`config.mk`:
```
export PLATFORM = sky130hd
export DESIGN_NAME = paged_translation_fifo_replace_core
export DESIGN_NICKNAME = d
export VERILOG_FILES = /design/src/rtl/core/ptfr_pkg.sv /design/src/rtl/core/ptfr_ram.sv /design/src/rtl/core/paged_translation_fifo_replace_core.sv
export SDC_FILE = /design/constraint.sdc
export NUM_CORES = 2
export LEC_CHECK = 0
export ABC_AREA = 1
export ABC_CLOCK_PERIOD_IN_PS = 7200
export BUFFER_PORTS_ARGS = -buffer_cell sky130_fd_sc_hd__clkbuf_2
export CAP_MARGIN = 20
export CORE_MARGIN = 2
export CORE_UTILIZATION = 62
export CTS_CLUSTER_DIAMETER = 80
export CTS_CLUSTER_SIZE = 40
export DETAILED_ROUTE_END_ITERATION = 8
export PLACE_DENSITY = 0.79
export RECOVER_POWER = 25
export SLEW_MARGIN = 20
export SYNTH_ARGS = -nofsm -noshare
export SYNTH_HDL_FRONTEND = slang
export SYNTH_SLANG_ARGS = --single-unit
```
`constraint.sdc`:
```
create_clock -name clk -period 7.2 [get_ports clk]
set_input_delay 1.08 -clock clk [delete_from_list [all_inputs] [get_ports clk]]
set_output_delay 1.08 -clock clk [all_outputs]
set_load 0.02 [all_outputs]
```
`src/rtl/core/ptfr_pkg.sv`:
```
// shared types and constants for the paged translation core
// no dependencies
package ptfr_pkg;

	localparam int OFF_W = 24;
	localparam int LPAGE_W = 12;
	localparam int STAMP_W = 32;
	localparam int KEY_W = 8;

	localparam logic [1:0] FUNC_READ = 2'd0;
	localparam logic [1:0] FUNC_WRITE = 2'd1;
	localparam logic [1:0] FUNC_LOAD = 2'd2;

	localparam logic [2:0] ST_HIT = 3'd0;
	localparam logic [2:0] ST_FAULT = 3'd1;
	localparam logic [2:0] ST_RANGE = 3'd2;
	localparam logic [2:0] ST_UNKNOWN = 3'd3;
	localparam logic [2:0] ST_LOADED = 3'd4;

	typedef enum logic [10:0] {
		S_IDLE = 11'b000_0000_0001,
		S_P_RD = 11'b000_0000_0010,
		S_P_CK = 11'b000_0000_0100,
		S_CALC = 11'b000_0000_1000,
		S_F_RD = 11'b000_0001_0000,
		S_F_CK = 11'b000_0010_0000,
		S_V_RD = 11'b000_0100_0000,
		S_V_CK = 11'b000_1000_0000,
		S_VSEL = 11'b001_0000_0000,
		S_UPD  = 11'b010_0000_0000,
		S_DONE = 11'b100_0000_0000
	} state_t;

endpackage

```
`src/rtl/core/ptfr_ram.sv`:
```
// generic single write port ram with registered read
// no dependencies
module ptfr_ram #(
	parameter int WIDTH = 8,
	parameter int DEPTH = 4
) (
	input  logic                                    clk,
	input  logic                                    we,
	input  logic [((DEPTH > 1) ? $clog2(DEPTH) : 1)-1:0] waddr,
	input  logic [WIDTH-1:0]                        wdata,
	input  logic [((DEPTH > 1) ? $clog2(DEPTH) : 1)-1:0] raddr,
	output logic [WIDTH-1:0]                        rdata
);
	logic [WIDTH-1:0] mem [DEPTH];

	always_ff @(posedge clk) begin
		if (we) begin
			mem[waddr] <= wdata;
		end
		rdata <= mem[raddr];
	end
endmodule

```
`src/rtl/core/paged_translation_fifo_replace_core.sv`:
```
// paged address translation with fifo page replacement, top level
// uses ptfr_pkg and ptfr_ram for the process table and frame table
// a load entry goes straight to the output; an access scans the process table slot by slot, then the
// frames in use, and on a full-table fault all frames again, through the one read port of each table ram
// one item at a time; next item taken once the result sits in the output register
// reset clears in-use, used and dirty flags, the load counter and the control state
module paged_translation_fifo_replace_core
	import ptfr_pkg::*;
#(
	parameter int PAGE_BITS = 12,
	parameter int FRAME_COUNT = 16,
	parameter int PROC_SLOTS = 8
) (
	input  logic        clk,
	input  logic        arst_n,
	input  logic        in_valid,
	output logic        in_stall,
	input  logic [1:0]  func,
	input  logic [7:0]  proc_key,
	input  logic [31:0] virt_addr,
	input  logic [2:0]  entry_slot,
	input  logic [11:0] entry_first_page,
	input  logic [23:0] entry_size,
	input  logic        entry_valid,
	output logic        out_valid,
	input  logic        out_stall,
	output logic [2:0]  status,
	output logic [15:0] phys_addr,
	output logic [11:0] swap_in_page,
	output logic [3:0]  victim_frame,
	output logic        writeback,
	output logic [11:0] evicted_page
);
	localparam int SW = (PROC_SLOTS > 1) ? $clog2(PROC_SLOTS) : 1;
	localparam int PW = $clog2(PROC_SLOTS + 1);
	localparam int FW = (FRAME_COUNT > 1) ? $clog2(FRAME_COUNT) : 1;
	localparam int CW = $clog2(FRAME_COUNT + 1);
	localparam int PE_W = KEY_W + LPAGE_W + OFF_W;
	localparam int FE_W = LPAGE_W + STAMP_W;
	localparam logic [OFF_W-1:0] POFF_MASK = OFF_W'((1 << PAGE_BITS) - 1);

	state_t state_q;
	logic [PROC_SLOTS-1:0] proc_in_use_q;
	logic [FRAME_COUNT-1:0] frame_used_q;
	logic [FRAME_COUNT-1:0] frame_dirty_q;
	logic [STAMP_W-1:0] load_counter_q;

	logic [1:0] func_q;
	logic [KEY_W-1:0] key_q;
	logic [OFF_W-1:0] off_q;
	logic [PW-1:0] pidx_q;
	logic [CW-1:0] fidx_q;
	logic [LPAGE_W-1:0] base_q;
	logic [OFF_W-1:0] size_q;
	logic [OFF_W-1:0] count_q;
	logic [LPAGE_W-1:0] page_q;
	logic [2:0] res_status_q;
	logic [FW-1:0] frame_q;
	logic wb_q;
	logic [LPAGE_W-1:0] evict_q;

	logic own_found_q;
	logic [FW-1:0] own_best_q;
	logic [STAMP_W-1:0] own_age_q;
	logic [LPAGE_W-1:0] own_page_q;
	logic [FW-1:0] all_best_q;
	logic [STAMP_W-1:0] all_age_q;
	logic [LPAGE_W-1:0] all_page_q;

	logic out_valid_q;
	logic [2:0] ostatus_q;
	logic [15:0] ophys_q;
	logic [11:0] oswap_q;
	logic [3:0] ovictim_q;
	logic owb_q;
	logic [11:0] oevict_q;

	logic in_acc;
	logic [31:0] slot32;
	logic p_we;
	logic [SW-1:0] p_waddr;
	logic [PE_W-1:0] p_rdata;
	logic f_we;
	logic [FE_W-1:0] f_rdata;
	logic [KEY_W-1:0] rd_key;
	logic [LPAGE_W-1:0] rd_base;
	logic [OFF_W-1:0] rd_size;
	logic [LPAGE_W-1:0] rd_fpage;
	logic [STAMP_W-1:0] rd_stamp;
	logic [STAMP_W-1:0] age;
	logic [LPAGE_W-1:0] rel;
	logic [OFF_W-1:0] off_pages;
	logic [31:0] phys32;
	logic [31:0] vict32;
	logic out_free;

	assign in_stall = (state_q != S_IDLE);
	assign in_acc = in_valid && !in_stall;
	assign slot32 = 32'(entry_slot);
	assign p_we = in_acc && (func == FUNC_LOAD) && (slot32 < 32'(PROC_SLOTS));
	assign p_waddr = slot32[SW-1:0];
	assign f_we = (state_q == S_UPD);

	assign {rd_key, rd_base, rd_size} = p_rdata;
	assign {rd_fpage, rd_stamp} = f_rdata;
	assign age = load_counter_q - rd_stamp;
	assign rel = rd_fpage - base_q;
	assign off_pages = off_q >> PAGE_BITS;
	assign phys32 = (32'(frame_q) << PAGE_BITS) + 32'(off_q & POFF_MASK);
	assign vict32 = 32'(frame_q);
	assign out_free = !out_valid_q || !out_stall;

	ptfr_ram #(.WIDTH(PE_W), .DEPTH(PROC_SLOTS)) u_proc_ram (
		.clk   (clk),
		.we    (p_we),
		.waddr (p_waddr),
		.wdata ({proc_key, entry_first_page, entry_size}),
		.raddr (pidx_q[SW-1:0]),
		.rdata (p_rdata)
	);

	ptfr_ram #(.WIDTH(FE_W), .DEPTH(FRAME_COUNT)) u_frame_ram (
		.clk   (clk),
		.we    (f_we),
		.waddr (frame_q),
		.wdata ({page_q, load_counter_q}),
		.raddr (fidx_q[FW-1:0]),
		.rdata (f_rdata)
	);

	always_ff @(posedge clk or negedge arst_n) begin
		if (!arst_n) begin
			state_q <= S_IDLE;
			proc_in_use_q <= '0;
			frame_used_q <= '0;
			frame_dirty_q <= '0;
			load_counter_q <= '0;
			out_valid_q <= 1'b0;
		end else begin
			if (state_q == S_DONE && out_free) begin
				out_valid_q <= 1'b1;
			end else if (out_valid_q && !out_stall) begin
				out_valid_q <= 1'b0;
			end
			case (state_q)
				S_IDLE: begin
					if (in_acc) begin
						if (func == FUNC_LOAD) begin
							if (p_we) begin
								proc_in_use_q[p_waddr] <= entry_valid;
							end
							state_q <= S_DONE;
						end else begin
							state_q <= S_P_RD;
						end
					end
				end
				S_P_RD: begin
					if (pidx_q == PW'(PROC_SLOTS)) begin
						state_q <= S_DONE;
					end else if (proc_in_use_q[pidx_q[SW-1:0]]) begin
						state_q <= S_P_CK;
					end
				end
				S_P_CK: begin
					if (rd_key == key_q) begin
						state_q <= S_CALC;
					end else begin
						state_q <= S_P_RD;
					end
				end
				S_CALC: begin
					if (off_q >= size_q) begin
						state_q <= S_DONE;
					end else begin
						state_q <= S_F_RD;
					end
				end
				S_F_RD: begin
					if (fidx_q == CW'(FRAME_COUNT)) begin
						state_q <= S_V_RD;
					end else if (!frame_used_q[fidx_q[FW-1:0]]) begin
						state_q <= S_UPD;
					end else begin
						state_q <= S_F_CK;
					end
				end
				S_F_CK: begin
					if (rd_fpage == page_q) begin
						if (func_q == FUNC_WRITE) begin
							frame_dirty_q[fidx_q[FW-1:0]] <= 1'b1;
						end
						state_q <= S_DONE;
					end else begin
						state_q <= S_F_RD;
					end
				end
				S_V_RD: begin
					state_q <= S_V_CK;
				end
				S_V_CK: begin
					if (fidx_q == CW'(FRAME_COUNT - 1)) begin
						state_q <= S_VSEL;
					end else begin
						state_q <= S_V_RD;
					end
				end
				S_VSEL: begin
					state_q <= S_UPD;
				end
				S_UPD: begin
					frame_used_q[frame_q] <= 1'b1;
					frame_dirty_q[frame_q] <= (func_q == FUNC_WRITE);
					load_counter_q <= load_counter_q + 1'b1;
					state_q <= S_DONE;
				end
				S_DONE: begin
					if (out_free) begin
						state_q <= S_IDLE;
					end
				end
				default: begin
					state_q <= S_IDLE;
				end
			endcase
		end
	end

	always_ff @(posedge clk) begin
		case (state_q)
			S_IDLE: begin
				func_q <= func;
				key_q <= proc_key;
				off_q <= virt_addr[OFF_W-1:0];
				pidx_q <= '0;
				fidx_q <= '0;
				wb_q <= 1'b0;
				evict_q <= '0;
				frame_q <= '0;
				res_status_q <= (func == FUNC_LOAD) ? ST_LOADED : ST_UNKNOWN;
			end
			S_P_RD: begin
				if (pidx_q != PW'(PROC_SLOTS) && !proc_in_use_q[pidx_q[SW-1:0]]) begin
					pidx_q <= pidx_q + 1'b1;
				end
			end
			S_P_CK: begin
				if (rd_key == key_q) begin
					base_q <= rd_base;
					size_q <= rd_size;
				end else begin
					pidx_q <= pidx_q + 1'b1;
				end
			end
			S_CALC: begin
				page_q <= base_q + off_pages[LPAGE_W-1:0];
				count_q <= (size_q >> PAGE_BITS) + OFF_W'(|(size_q & POFF_MASK));
				res_status_q <= (off_q >= size_q) ? ST_RANGE : ST_FAULT;
				own_found_q <= 1'b0;
			end
			S_F_RD: begin
				if (fidx_q == CW'(FRAME_COUNT)) begin
					fidx_q <= '0;
				end else if (!frame_used_q[fidx_q[FW-1:0]]) begin
					frame_q <= fidx_q[FW-1:0];
				end
			end
			S_F_CK: begin
				if (rd_fpage == page_q) begin
					frame_q <= fidx_q[FW-1:0];
					res_status_q <= ST_HIT;
				end else begin
					fidx_q <= fidx_q + 1'b1;
				end
			end
			S_V_CK: begin
				if (fidx_q == '0 || age > all_age_q) begin
					all_best_q <= fidx_q[FW-1:0];
					all_age_q <= age;
					all_page_q <= rd_fpage;
				end
				if ((OFF_W'(rel) < count_q) && (!own_found_q || age > own_age_q)) begin
					own_found_q <= 1'b1;
					own_best_q <= fidx_q[FW-1:0];
					own_age_q <= age;
					own_page_q <= rd_fpage;
				end
				if (fidx_q != CW'(FRAME_COUNT - 1)) begin
					fidx_q <= fidx_q + 1'b1;
				end
			end
			S_VSEL: begin
				frame_q <= own_found_q ? own_best_q : all_best_q;
				wb_q <= frame_dirty_q[own_found_q ? own_best_q : all_best_q];
				evict_q <= own_found_q ? own_page_q : all_page_q;
			end
			S_DONE: begin
				if (out_free) begin
					ostatus_q <= res_status_q;
					ophys_q <= '0;
					oswap_q <= '0;
					ovictim_q <= '0;
					owb_q <= 1'b0;
					oevict_q <= '0;
					if (res_status_q == ST_HIT || res_status_q == ST_FAULT) begin
						ophys_q <= phys32[15:0];
					end
					if (res_status_q == ST_FAULT) begin
						oswap_q <= page_q;
						ovictim_q <= vict32[3:0];
						owb_q <= wb_q;
						oevict_q <= wb_q ? evict_q : '0;
					end
				end
			end
			default: begin
			end
		endcase
	end

	assign out_valid = out_valid_q;
	assign status = ostatus_q;
	assign phys_addr = ophys_q;
	assign swap_in_page = oswap_q;
	assign victim_frame = ovictim_q;
	assign writeback = owb_q;
	assign evicted_page = oevict_q;
endmodule

```
After elaboration in Yosys (flattened, before gate mapping). Memory sizes are Yosys's and may differ from the RTL's. A register that Yosys moved wholly into a read port is not among the register bits. Cells that the tools add are included.

Register bits after elaboration: 364. Memory bits (writable): 1056. Bits of input ports: 86. Output and inout port bits: 50. Word-level logic and storage cells: 191. Memories kept: 2.

$add $sub $neg: 8. Magnitude comparators: 13. Equal/unequal tests: 35. Muxes and demuxes: 56. Bitwise logic cells: 2. Reductions and logical operators: 43.

Memory list: u_frame_ram.mem (depth 16, bits a word 44, read ports 1, clocked after Yosys merged registers in 1, write ports 1, RTL line ptfr_ram.sv:14) `logic [WIDTH-1:0] mem [DEPTH];`; u_proc_ram.mem (depth 8, bits a word 44, read ports 1, clocked after Yosys merged registers in 1, write ports 1, RTL line ptfr_ram.sv:14).

Operator list (count): 11-bit one-hot mux with 11 select lines (1); 11-bit two-way mux (7); 32-bit > comparator (2); 32-bit by 1-bit adder with 32-bit output (second input constant) (1); 16-bit two-way mux (2); 16-bit bitwise OR (2); 16-bit one-hot mux with 2 select lines (1); 32-bit subtractor (1); 4-bit two-way mux (7); 24-bit greater-or-equal comparator (1); 12-bit by 24-bit less-than comparator with 1-bit output (1); 2-bit inequality test (second input constant) (12); 12-bit one-hot mux with 2 select lines (1); 10-bit two-way mux (2); 5-bit one-hot mux with 4 select lines (1); 16-bit by 12-bit adder with 16-bit output (1); 16-bit bitwise mux (1); 4-bit one-hot mux with 4 select lines (1); 4-bit by 5-bit less-than comparator with 1-bit output (second input constant) (3); 5-bit two-way mux (3); 2-bit AND reduction (7); 12-bit by 1-bit adder with 13-bit output (1); 1-bit two-way mux (13); 12-bit adder (1); 52 further kinds (84).

Longest topological paths before layout.
Depth in word-level cells: 8. Depth in mapped cells: 25. Depth with buffers taken out: 25.

By module. A second synthesis with hierarchy kept.

Cell total of the unflattened synthesis: 6668. Area total of the unflattened synthesis: 67263.3 um^2.

By module, submodules not included: ptfr_ram (u_frame_ram) (times used 1, cells an instance 2903, area each 30943.4 um^2, seq. area each 22021.1 um^2); paged_translation_fifo_replace_core (times used 1, cells an instance 2182, area each 20004.2 um^2, seq. area each 10181.0 um^2); ptfr_ram (u_proc_ram) (times used 1, cells an instance 1583, area each 16315.6 um^2, seq. area each 11451.0 um^2).

Least setup slack after synthesis. OpenSTA, ideal clock, no wires.

Path type: flip-flop to flip-flop. Start: register load_counter_q[0]. End: register all_age_q[0], enable pin. Setup time: 0.470 ns. Arrival time: 5.529 ns. Required time: 6.730 ns. Setup slack: 1.202 ns. Stages on the path, launching flop included: 21. Path through: dfrtp_1 -> inv_2 -> ha_1 -> fa_1 -> o21ai_1 -> a21boi_1 -> o21ai_1 -> nand2_1 -> nand2_1 -> nand2_1 -> nand3_1 -> nand2_1 -> ha_1 -> nand2_1 -> nor2_1 -> nand3_1 -> nor4_1 -> nand2_1 -> nand2_1 -> nand2_1 -> a21oi_1.

Word-level cells in the longest chain between the ends: 4.

Ends and longest elaborated chain: from (decl) (RTL line paged_translation_fifo_replace_core.sv:46) `logic [STAMP_W-1:0] load_counter_q;`; from (signal assigned) (RTL line paged_translation_fifo_replace_core.sv:214) `load_counter_q <= load_counter_q + 1'b1;`; 32-bit subtractor (RTL line paged_translation_fifo_replace_core.sv:106) `assign age = load_counter_q - rd_stamp;`; via age[28] (RTL line paged_translation_fifo_replace_core.sv:90) `logic [STAMP_W-1:0] age;`; 32-bit > comparator (RTL line paged_translation_fifo_replace_core.sv:277) `if (fidx_q == '0 || age > all_age_q) begin`; 1-bit logical OR (RTL line paged_translation_fifo_replace_core.sv:277); 2-bit AND reduction (no source line); to (signal assigned) (RTL line paged_translation_fifo_replace_core.sv:279) `all_age_q <= age;`; to (decl) (RTL line paged_translation_fifo_replace_core.sv:67) `logic [STAMP_W-1:0] all_age_q;`.

The timed path passes the listed nets, and every way through them passes these cells. A chain may end at the register's enable or synchronous reset.

Final worst setup path.
Start: register load_counter_q[0]. End: register all_age_q[8], enable pin.

The elaborated chain is that of the path after synthesis.

==> metrics <==
Finished Cell Area=approximately 66000 um2; Worst-path clk slew=roughly 130 ps; max-slew violations=0; Main synth FF type=edfxtp_1; worst r2r dst=all_age_q[8]; Critical Path Sink Type=flop; Psw=7.375 mW; ANT nets after route=0; Static Leak=approximately 25 nW; Port Buf Inserts=around 130; # DRC=0; setup TNS=0 ps; CP Class=reg2reg; achievable clock frequency=~180 MHz; routability cong.=approximately 0.92; worst-case hold path end point=size_q[2]; Max Cap Viol=0; Final Hold Viols=0; GRT Overall Usage=27.77%; Synth Cell Area=a little over 60000 um2; Root Driver=clkbuf_16; area leader, netlist=edfxtp_1; fin cells=roughly 6500; # Post-CTS Setup Buffers=0; clock network power share=about 20%; vias per std cell=just over 6; placed cell count=approximately 6400; Comb pwr share=slightly above 30%; first-pass GRT wire length=between 200000 and 250000 um; HPWL after DPL=between 80000 and 90000 um; Int Power=around 13 mW; cells on worst reg2reg path=21; most frequent cell after synthesis=edfxtp_1; Pre-Repair DR Iteration Count=5; I/O pin total=136; synth top area cells=edfxtp_1 (64%), nor2_1 (5.3%), o21ai_0 (4.9%); worst-path maximum fanout=48; post-CTS sizing=0; H-tree Lvls=2; hold_sp=u_proc_ram.rdata[2]; largest net degree at the start of global routing=about 190; GRT overflow=0; Layout Nets=approximately 5500; Site Rows=115; sw frac=35.41%; via count=about 40000; crit share post-route=between 70% and 80%; Die ar.=just over 100000 um2; Final Critical Period=between 5000 and 6000 ps; PwrDens=around 320 nW/um2; Slew @ Worst Pin=between 1000 and 1500 ps; Syn. warnings=0; Core Util, Final=approximately two thirds; Worst Skew=56.19 ps; status=finished clean; syn avg cell area=between 10 and 15 um2; cts hold-fix bufs=0; Crit Reg-Reg Startpoint=load_counter_q[0]; synth unique cells=50; cts bufs inserted=50; hold path cells=0; CTS Sinks=roughly 1500; most instantiated cells after synthesis=edfxtp_1 (1325), nor2_1 (880), nand2_1 (619); DRT iter0 DRCs=4686; area post-placement=between 60000 and 70000 um2; initial antenna violation count=9; CTS tree=built; vias in the first global route=38202; initial core utilization=a little over three fifths; kind of path behind the tightest hold check=reg2reg; Worst EP arrival=5850 ps; reg-to-reg slack, setup=roughly 1700 ps; Die Width=320.0 um; syn nets=5447; Finish-stage setup viols=0; Max-slew headroom=25.70%; area share of the largest cell type after synthesis=around 64%; Core ar.=around 100000 um2; worst-case clock buffer depth=3; CP Launch Type=flop; EDFF count, synth=roughly 1300; sequential share of power=49.8%; Final WS setup=~1700 ps; VDD IR max=0.3062 mV; Placement Setup Slack=1726 ps; required time worst endpoint=about 7500 ps; clock latency on the worst-skew pair=around 720 ps; Synth Register Bits=1497; WL/cell=21.92 um; ratio of cells with drive above 1 in the final layout=5.563%; synth-to-layout area growth=5.839%; die height=around 320 um; sequential fraction of the synthesis area=between 70 and 80%; post-synthesis async set-or-reset flop share=under 10%; DRT Wirelength=roughly 140000 um; RSZ-0062 raised after global routing=no; Mapped Cells=5196
[sequential cells by signal, indices dropped and copies added (netlist names), 5 cells and up]
signal             flops
evicted_page          12
count_q               13
off_q                 24
u_frame_ram.mem      704
swap_in_page          12
page_q                12
load_counter_q        32
own_age_q             32
phys_addr             16
size_q                24
all_age_q             32
frame_used_q          16
key_q                  8
frame_dirty_q         16
u_frame_ram.rdata     44
proc_in_use_q          8
base_q                12
own_page_q            12
state_q               11
fidx_q                 5
u_proc_ram.mem       352
u_proc_ram.rdata      44
all_page_q            12
evict_q               12
[kinds of logic (layout without fill, tap and decap cells)]
| group | after synthesis | after routing | synth area share [%] |
|---|---|---|---|
| AND/OR/NAND/NOR | 1739 | 1739 | 11.35 |
| flip-flops | 1497 | 1497 | 70.52 |
| AO/OA/AOI/OAI | 1074 | 1074 | 9.401 |
| buffers and inverters | 615 | 668 | 3.859 |
| adder cells (fa/ha/maj) | 165 | 165 | 3.371 |
| XOR/XNOR | 106 | 106 | 1.500 |
| other | 0 | 2 | 0 |
[per-stage QoR]
stage	hold slack, ps	power (mW)
after CTS	189.1	20.80
after detailed placement	389.5	16.87
final	404.5	20.83
after floorplan	385.5	15.00
after global routing	410.1	21.92
after global placement	386.9	16.61
[how the worst max path moves through the flow]
stage                      startpoint      endpoint  slack, ps  cells after the start
global placement    load_counter_q[0]  all_age_q[2]       1850                     21
global route        load_counter_q[0]  own_age_q[8]       1150                     23
detailed placement  load_counter_q[0]  all_age_q[3]       1730                     21
floorplan           load_counter_q[0]  all_age_q[0]       1200                     20
finish              load_counter_q[0]  all_age_q[8]       1680                     21
CTS                 load_counter_q[0]  all_age_q[0]       1680                     21
[power groups by stage]
stage / clock network (mW) / registers (mW) / logic (mW)
6_report: 4.05 / 10.4 / 6.41
5_1_grt: 4.36 / 10.4 / 7.14
4_1_cts: 4.08 / 10.4 / 6.35
3_5_place_dp: 0 / 10.6 / 6.31
3_3_place_gp: 0 / 10.5 / 6.07
2_1_floorplan: 0 / 10.4 / 4.57
[routing by layer]
layer	global-route usage (%)	vias to the layer above	routed length, um
li1	-	18285	-
met1	36.68	19279	55380
met2	47.66	1798	71420
met3	3.654	309	11580
met4	9.901	14	4832
met5	0	-	90
[worst max-delay path: stages, from the launching register on]
cell      delay [ps]
dfrtp_1          710
inv_2            160
ha_1             280
fa_1             440
o21ai_1          220
a21boi_1         160
o21ai_1          320
nand2_1           90
nand2_1          140
nand2_1          110
nand3_1           80
nand2_1          150
ha_1             330
nand2_1           50
nor2_1           140
nand3_1          130
nor4_1           340
nand2_1          100
nand2_1           80
nand2_1          240
a21oi_4          200
buf_4            580
[area by class of cell]
cell class	instances	area, um2
sequential	1497	43650
fill	6967	33190
multi-input combinational	3084	16030
tap	1287	1610
inverter	391	1480
clock buffer	66	1331
timing repair buffer	185	1036
clock inverter	26	369.1
antenna	2	5.005
[layout by cell type, fill, tap and decap left out, types with 4 or more instances in the layout]
cell type and instances:
nor2_4 22, edfxtp_1 1325, nor3_2 4, nor2_2 9, clkbuf_16 50, xnor2_1 40, clkinv_16 4, nand3_1 84
nor4_1 10, or2_2 9, o21bai_1 6, o22ai_1 228, nor3_1 37, nand2_1 618, inv_6 8, a22o_1 4
buf_4 56, dfrtp_1 83, inv_2 21, o211ai_1 4, clkinv_8 5, xor2_1 66, nand2_2 4, nand4_1 73
o21ai_1 21, a21oi_1 134, clkbuf_2 79, nand3b_1 4, a21o_1 7, ha_1 162, clkbuf_1 62, a31oi_1 52
o21ai_0 604, dfxtp_1 88, nor2_1 859, inv_1 367
Power figures use the tool's default switching activity.
